<file path="src/design/tis_pkg.sv">
`default_nettype none
package tis_pkg;

	localparam int unsigned WORD_W           = 32;
	localparam int unsigned SPACING_W        = 31;
	localparam int unsigned MAX_SEGMENTS_DEF = 32;
	localparam logic [SPACING_W-1:0] SPACING_RESET = 31'd65536;

	typedef enum logic [3:0] {
		ST_IDLE,
		ST_KMIN_GO,
		ST_KMIN_WT,
		ST_KMAX_GO,
		ST_KMAX_WT,
		ST_SETUP,
		ST_LONG_GO,
		ST_LONG_WT,
		ST_SHORT_GO,
		ST_SHORT_WT,
		ST_MUL,
		ST_FIN,
		ST_OUT
	} state_t;

	// Request to the shared divider: floor({hi, lo} / den), with hi < den.
	typedef struct packed {
		logic              start;
		logic [WORD_W-1:0] hi;
		logic [WORD_W-1:0] lo;
		logic [WORD_W-1:0] den;
	} div_req_t;

	typedef struct packed {
		logic              done;
		logic [WORD_W-1:0] quo;
		logic [WORD_W-1:0] rem;
	} div_rsp_t;

endpackage
`default_nettype wire

</file>
<file path="src/design/tis_divider.sv">
`default_nettype none
// Restoring divider, one quotient bit per cycle while busy.
module tis_divider (
	input  wire              clk,
	input  wire              arst_n,
	input  tis_pkg::div_req_t req,
	output tis_pkg::div_rsp_t rsp
);
	localparam int unsigned W     = tis_pkg::WORD_W;
	localparam int unsigned CNT_W = $clog2(W);

	logic [W-1:0]           rem_q;
	logic [W-1:0]           sh_q;
	logic [W-1:0]           den_q;
	logic [CNT_W-1:0]       cnt_q;
	logic                   busy_q;
	logic                   done_q;
	logic [W:0]             trial;
	logic                   fits;

	always_comb begin
		trial = {rem_q, sh_q[W-1]};
		fits  = trial >= {1'b0, den_q};
	end

	always_ff @(posedge clk or negedge arst_n) begin
		if (!arst_n) begin
			busy_q <= 1'b0;
			done_q <= 1'b0;
			cnt_q  <= '0;
		end else begin
			done_q <= 1'b0;
			if (req.start) begin
				busy_q <= 1'b1;
				cnt_q  <= '0;
			end else if (busy_q) begin
				cnt_q <= cnt_q + 1'b1;
				if (cnt_q == CNT_W'(W - 1)) begin
					busy_q <= 1'b0;
					done_q <= 1'b1;
				end
			end
		end
	end

	always_ff @(posedge clk) begin
		if (req.start) begin
			rem_q <= req.hi;
			sh_q  <= req.lo;
			den_q <= req.den;
		end else if (busy_q) begin
			rem_q <= fits ? W'(trial - {1'b0, den_q}) : trial[W-1:0];
			sh_q  <= {sh_q[W-2:0], fits};
		end
	end

	assign rsp.done = done_q;
	assign rsp.quo  = sh_q;
	assign rsp.rem  = rem_q;

endmodule
`default_nettype wire
</file>
<file path="config.mk">
export PLATFORM = sky130hd
export DESIGN_NAME = tis_divider
export DESIGN_NICKNAME = d
export VERILOG_FILES = /design/src/design/tis_pkg.sv /design/src/design/tis_divider.sv
export SDC_FILE = /design/constraint.sdc
export NUM_CORES = 1
export LEC_CHECK = 0
export BUFFER_PORTS_ARGS = -buffer_cell sky130_fd_sc_hd__buf_4
export CAP_MARGIN = 20
export CORE_ASPECT_RATIO = 0.5
export CORE_MARGIN = 4
export CORE_UTILIZATION = 45
export CTS_CLUSTER_DIAMETER = 40
export DETAILED_ROUTE_END_ITERATION = 6
export HOLD_SLACK_MARGIN = 0.06
export PLACE_DENSITY = 0.72
export SETUP_SLACK_MARGIN = 0.4
export SYNTH_ARGS = -nofsm -noshare
export SYNTH_HDL_FRONTEND = slang
export SYNTH_SLANG_ARGS = --single-unit
</file>
<file path="constraint.sdc">
create_clock -name clk -period 2.9 [get_ports clk]
set_input_delay 0.435 -clock clk [delete_from_list [all_inputs] [get_ports clk]]
set_output_delay 0.435 -clock clk [all_outputs]
set_load 0.01 [all_outputs]
</file>
==> results of run 1 <==
## layer usage
layer	wire length [µm]	vias up	global-route usage (%)
met2	8360	156	34.7
met3	1450	13	8.15
met5	13	-	0
li1	-	2493	-
met4	100	2	3.79
met1	7280	2522	26.6
## through the flow
step	instances	setup TNS (ns)	instance area [µm²]	utilization (%)	setup slack (ns)
floorplan	536	-0.108	6290	-	-0.0108
global placement	926	0	8110	59.7	0.0350
detailed placement	926	-0.593	8110	59.7	-0.0679
CTS	965	0	9060	66.7	0.0443
global route	980	-0.667	9340	68.7	-0.0933
finish	980	-0.0441	9340	68.7	-0.0224
## state kept, by name, summed over array words and instances, names as in the netlist
| signal | flops |
|---|---|
| busy_q | 1 |
| den_q | 32 |
| sh_q | 32 |
| cnt_q | 5 |
| done_q | 1 |
| rem_q | 32 |
## synth_stat cells (all sizes together) (2+ instances only)
cell,instances
ha,34
dfrtp,7
o211ai,6
or3,2
a31oi,3
a221oi,3
xor2,11
xnor2,18
a21oi,41
nor2,26
and3,5
inv,41
edfxtp,96
buf,8
mux2,67
nor2b,5
and2,2
nand3,8
nand4b,2
o31ai,4
a221o,9
a211oi,5
nor4b,2
nor3,12
nand2,31
clkbuf,16
o21ai,14
nor3b,8
mux2i,4
a21o,14
nand4,6
nand2b,8
## power by group through the flow
| stage | registers (W) | logic (W) | clock network, W |
|---|---|---|---|
| after floorplan | 0.00246 | 0.00312 | 0 |
| after global placement | 0.00233 | 0.00501 | 0 |
| after detailed placement | 0.00234 | 0.00511 | 0 |
| after CTS | 0.00237 | 0.00621 | 0.00115 |
| after global routing | 0.00242 | 0.00723 | 0.00123 |
| final | 0.00237 | 0.00676 | 0.00112 |
## worst min-delay path by stage
stage	start	to	cells after the start
after floorplan	arst_n	busy_q	0
after global placement	arst_n	cnt_q[2]	1
after detailed placement	arst_n	done_q	1
after CTS	req[5]	den_q[5]	1
after global routing	req[4]	den_q[4]	1
final	req[27]	den_q[27]	1
## critical path, cell delays in order, from the launching register on
cell and delay (ns):
edfxtp_1 0.44, ha_4 0.34, nand4_1 0.18, nor3_1 0.20
o21a_2 0.23, o2111ai_4 0.16, nand3_4 0.12, and2_4 0.22
buf_6 0.12, buf_6 0.11, mux2_4 0.30, mux2_2 0.26
## layout make-up
class	instances	share of cell area, %
clock buffer	10	2.45
clock inverter	5	0.362
inverter	41	1.65
multi-input combinational	368	38.0
sequential	103	32.7
tap	192	2.57
timing repair buffer	261	22.2
## cells by family (layout without fill, tap and decap cells)
| kind of cell | after synthesis | count (layout) | share of synthesized area [%] |
|---|---|---|---|
| adders and majority gates | 35 | 35 | 7.11 |
| and+or+nand+nor | 123 | 123 | 10.2 |
| DFF | 103 | 103 | 48.8 |
| buffers and inverters | 65 | 317 | 4.53 |
| muxes | 71 | 71 | 13.3 |
| AOI/OAI and AO/OA | 110 | 110 | 12.0 |
| xor gates and xnor gates | 29 | 29 | 4.05 |
## timing repair
action                     4_1_cts  5_1_grt
setup buffers                   22       15
hold buffers                     1        0
gates resized for setup         88       38
hold endpoints to repair         7        0
cloned                           1        0
pin swaps                       34       19
setup endpoints to repair       33       33
==> results.py, run 1 <==
metrics = {
    "run_status": {
        "status": "complete, but fails checks",
        "violations": "negative setup slack",
    },
    "yosys": {
        "async_flop_share_pct": 6.80,
        "ys_ff_latch": 103,
        "syn_inst": 536,
        "synth_area_leaders": "edfxtp_1, mux2_2, ha_1, a21oi_1, dfrtp_1",
        "synth_edf_count": 96,
        "avgSynthCellArea_um2": 11.7,
        "syn-num-nets": 670,
        "synthFlopType": "edfxtp_1",
        "yosys.area.top_type": "edfxtp_1",
        "synth_top_area_share_pct": 46.0,
        "ys_seq_area_share_pct": 48.8,
        "ys_types": 59,
        "yosysWarnings": 0,
        "netlist_area_um2": 6270,
    },
    "floorplanning": {
        "rows": 30,
        "start_util_pct": 46.1,
        "die_area_um2": 16000,
        "die_x_um": 175,
        "ioPinCount": 164,
        "fp.dieH_um": 91.4,
        "core_area_um2": 13600,
    },
    "setup_path": {
        "endpoint_kind": "flop",
        "crit_path_max_fanout": 7,
        "worstSetupPathType": "reg -> reg",
        "rrSetupSlack_ns": -0.02,
        "crit-reg2reg-capture": "rem_q[28]",
        "rr_worst_depth": 11,
        "timing.rr.start": "rem_q[10]",
        "cp.arrival_ns": 3.03,
        "crit_path_end": "rem_q[28]",
        "startpoint_type": "flop",
        "required_ns": 3.01,
        "critPathLaunch": "rem_q[10]",
    },
    "grt": {
        "antenna_found_initial": 1,
        "grt_pass1_vias": 5296,
        "grt_max_degree": 65,
        "track_usage_pct": 21.0,
        "grt_overflow_total": 0,
        "grt_pass1_wl_um": 26800,
    },
    "cts": {
        "cts_tree": "done",
        "htree_levels": 3,
        "ctsLongestPathBuffers": 2,
        "path_clk_slew_ns": 0.07,
        "cts.sinks": 103,
        "cts_root_buf": "clkbuf_16",
        "numCtsBuffers": 9,
        "insertion_delay_ns": 0.35,
    },
    "power": {
        "seqPwrFrac_pct": 23.2,
        "power.total_w": 0.0103,
        "internal-power_w": 0.00643,
        "p_per_area_nw_per_um2": 1100,
        "p_sw_w": 0.00382,
        "peakVddDrop_uv": 441,
        "clock_power_share_pct": 11.0,
        "swShare_pct": 37.3,
        "p_comb_share_pct": 65.9,
        "leakage_nw": 4.09,
    },
    "drt": {
        "remaining_drc_errors": 0,
        "wl_per_cell_um": 17.6,
        "via_per_inst": 5.29,
        "drt_pass1_iterations": 5,
        "ant_nets": 0,
        "vias": 5186,
        "drt_iter0_drc": 313,
        "wirelength_um": 17200,
    },
    "final_layout": {
        "drive_gt1_share_pct": 54.3,
        "mostFrequentLayoutCells": "buf_4, edfxtp_1, mux2_2",
        "n_fill_cell": 1029,
        "area_growth_pct": 49.1,
        "fin_nets": 918,
        "regArea_um2": 3060,
        "num_antenna_cells": 0,
        "final_common_cell": "buf_4",
        "multi_input_area_um2": 3550,
    },
    "timing": {
        "fin_crit_sh_pct": 101,
        "fin_ws_ns": -0.0224,
        "worst_hold_slack_ns": 0.252,
        "setup_viol": 2,
        "finalMaxSlewViolations": 0,
        "fin_skew_ns": 0.0100,
        "fmax_mhz": 342,
        "tightest_slew_ns": 0.462,
        "period_minus_slack_ns": 2.92,
        "hold_viol": 0,
        "rsz0062_at_grt": "true",
        "relSlewSlack_pct": 69.2,
    },
    "hold_path": {
        "hold_path.class": "in -> reg",
    },
    "placed_design": {
        "dp_hpwl_um": 12100,
        "io_buffers": 163,
        "place.gp.congestion": 0.901,
    },
    "flow_run": {
        "cap_violations": 0,
    },
}
(Power assumes the default switching activity.)
==> inputs of run 2 (changes only) <==
--- a/config.mk
+++ b/config.mk
@@ -13,7 +13,7 @@
 export CTS_CLUSTER_DIAMETER = 40
 export DETAILED_ROUTE_END_ITERATION = 6
 export HOLD_SLACK_MARGIN = 0.06
-export PLACE_DENSITY = 0.72
+export PLACE_DENSITY = 0.7
 export SETUP_SLACK_MARGIN = 0.4
 export SYNTH_ARGS = -nofsm -noshare
 export SYNTH_HDL_FRONTEND = slang
==> constraint.sdc (replaced) <==
create_clock -name clk -period 3.5 [get_ports clk]
set_input_delay 0.525 -clock clk [delete_from_list [all_inputs] [get_ports clk]]
set_output_delay 0.525 -clock clk [all_outputs]
set_load 0.01 [all_outputs]
==> run 2 against run 1 <==
The flow now finishes without violations. Maximum frequency decreased by 2.5%. Setup slack improved by 0.53 ns. Clock skew increased by 0.0072 ns. Total power decreased by 31%. Largest power group unchanged. Largest cell class is now sequential cells. Critical path type unchanged.
==> results.py, run 2 (synthesis gave the netlist of run 1 again) <==
metrics = {
    "setup_path": {
        "critPathLaunch": "rem_q[25]",
        "crit_cells": 10,
        "slowest_delay_ns": 0.43,
        "required_ns": 3.59,
        "crit_slowest_cell": "edfxtp_1",
        "worstSetupPathType": "reg -> reg",
        "rr_worst_depth": 10,
        "startpoint_type": "flop",
        "rrSetupSlack_ns": 0.50,
        "cp_num_buf_inv": 1,
        "crit_path_max_fanout": 9,
        "crit_path_frequent_cell": "a211oi_2",
        "cpLargestDelayFamily": "compound AO/OA/AOI/OAI gates",
        "crit-reg2reg-capture": "rem_q[16]",
        "endpoint_kind": "flop",
        "timing.rr.start": "rem_q[25]",
        "crit_path_end": "rem_q[16]",
        "path_cells": "ha_1, a211oi_2, o211ai_1, a211oi_2, and3_1, nand3_4, and2_4, buf_12, mux2_4, mux2_2",
        "cp.arrival_ns": 3.09,
    },
    "drt": {
        "via_per_inst": 5.34,
        "ant_nets": 0,
        "remaining_drc_errors": 0,
        "drt_iter0_drc": 293,
        "wirelength_um": 15300,
        "wl_per_cell_um": 16.9,
        "drt_pass1_iterations": 4,
        "vias": 4825,
    },
    "placed_design": {
        "place.gp.congestion": 0.851,
        "io_buffers": 163,
        "dp_hpwl_um": 11400,
    },
    "floorplanning": {
        "fp.dieH_um": 91.4,
        "core_area_um2": 13600,
        "rows": 30,
        "die_area_um2": 16000,
        "ioPinCount": 164,
        "start_util_pct": 46.1,
        "die_x_um": 175,
    },
    "flow_run": {
        "cap_violations": 0,
    },
    "hold_path": {
        "hold_path.class": "in -> reg",
        "min_from": "req[7]",
    },
    "timing": {
        "rsz0062_at_grt": "true",
        "hold_viol": 0,
        "finalMaxSlewViolations": 0,
        "fin_skew_ns": 0.0173,
        "tightest_slew_ns": 0.695,
        "relSlewSlack_pct": 53.0,
        "fin_setup_tns_ns": 0,
        "fmax_mhz": 334,
        "setup_viol": 0,
        "fin_crit_sh_pct": 85.6,
        "period_minus_slack_ns": 3.00,
    },
    "power": {
        "p_comb_share_pct": 56.1,
        "internal-power_w": 0.00440,
        "p_sw_w": 0.00263,
        "clock_power_share_pct": 15.9,
        "swShare_pct": 37.4,
        "leakage_nw": 3.60,
        "peakVddDrop_uv": 347,
        "p_per_area_nw_per_um2": 852,
        "seqPwrFrac_pct": 27.9,
    },
    "grt": {
        "grtUsageMet1_pct": 24.2,
        "antenna_found_initial": 0,
        "busiest_layer": "met2",
        "grt_overflow_total": 0,
        "grt_max_degree": 53,
        "gr-usage-met2_pct": 30.0,
        "grt_pass1_wl_um": 24200,
        "grtUsageMet3_pct": 7.03,
        "grt_pass1_vias": 4907,
        "track_usage_pct": 18.7,
    },
    "final_layout": {
        "multi_input_area_um2": 3060,
        "final_util_pct": 60.7,
        "num_antenna_cells": 0,
        "top_regs": "den_q x32, rem_q x32, sh_q x32",
        "mostFrequentLayoutCells": "buf_4, edfxtp_1, mux2_2",
        "regArea_um2": 3060,
        "final_common_cell": "buf_4",
        "drive_gt1_share_pct": 40.6,
        "fin_nets": 841,
        "n_fill_cell": 1166,
        "area_growth_pct": 31.5,
    },
    "run_status": {
        "status": "finished clean",
    },
    "cts": {
        "ctsLongestPathBuffers": 2,
        "cts_root_buf": "clkbuf_16",
        "numCtsBuffers": 9,
        "insertion_delay_ns": 0.36,
        "path_clk_slew_ns": 0.08,
        "htree_levels": 3,
        "cts.sinks": 103,
        "cts_tree": "done",
    },
}
run 2: cell count changes in the layout (fill, tap and decap cells not counted), moves of 4 or more:
cell     before  now
buf_4       245  180
mux2_4       27   10
ha_4         18    4
a21oi_1      24   37
ha_1         10   22
a21oi_2      14    3
mux2_2       40   51
buf_6         9    0
nand2_1      24   31
mux2_1        0    6
nor3b_1       2    8
nor3b_2       5    0
nand2_2       4    0
run 2: layer usage:
layer / share of wire, % / wire, µm
met4: 1.2 / 178
met1: 45 / 6940
met3: 7.5 / 1150
met5: 0 / 0
met2: 46 / 7000
run 2: stage by stage:
step	hold slack (ns)	instance area [µm²]	cells	setup slack, ns	power (W)
2_1_floorplan	0.229	6270	536	0.520	0.00458
3_3_place_gp	0.340	7670	875	0.154	0.00553
3_5_place_dp	0.340	7670	875	0.167	0.00560
4_1_cts	0.323	8080	898	0.399	0.00687
5_1_grt	0.312	8240	904	0.392	0.00751
6_report	0.336	8240	904	0.503	0.00703
run 2: cell type report:
class,count,share of cell area [%]
tap,192,2.91
multi-input combinational,369,37.1
clock buffer,10,2.78
clock inverter,6,1.24
timing repair buffer,183,17.0
inverter,41,1.87
sequential,103,37.1
run 2: how the worst min path moves through the flow:
stage | end | slack, ns | cells after the start
2_1_floorplan | busy_q | 0.23 | 0
3_3_place_gp | cnt_q[2] | 0.34 | 1
3_5_place_dp | done_q | 0.34 | 1
4_1_cts | den_q[7] | 0.32 | 1
5_1_grt | den_q[9] | 0.31 | 1
6_report | den_q[7] | 0.34 | 1
run 2: repair_timing:
item | CTS | global route
pin swaps | 4 | 9
resized for setup | 2 | 25
endpoints found under the setup margin | 18 | 26
gates cloned | 1 | 0
buffers inserted | 5 | 6
hold buffers | 1 | 0
hold endpoints to repair | 7 | 0
run 2: power by group through the flow:
stage          Sequential, W  Clock (W)  Combinational [W]
2_1_floorplan        0.00204          0            0.00254
3_3_place_gp         0.00197          0            0.00357
3_5_place_dp         0.00197          0            0.00362
4_1_cts              0.00195    0.00115            0.00377
5_1_grt              0.00200    0.00121            0.00430
6_report             0.00196    0.00112            0.00394
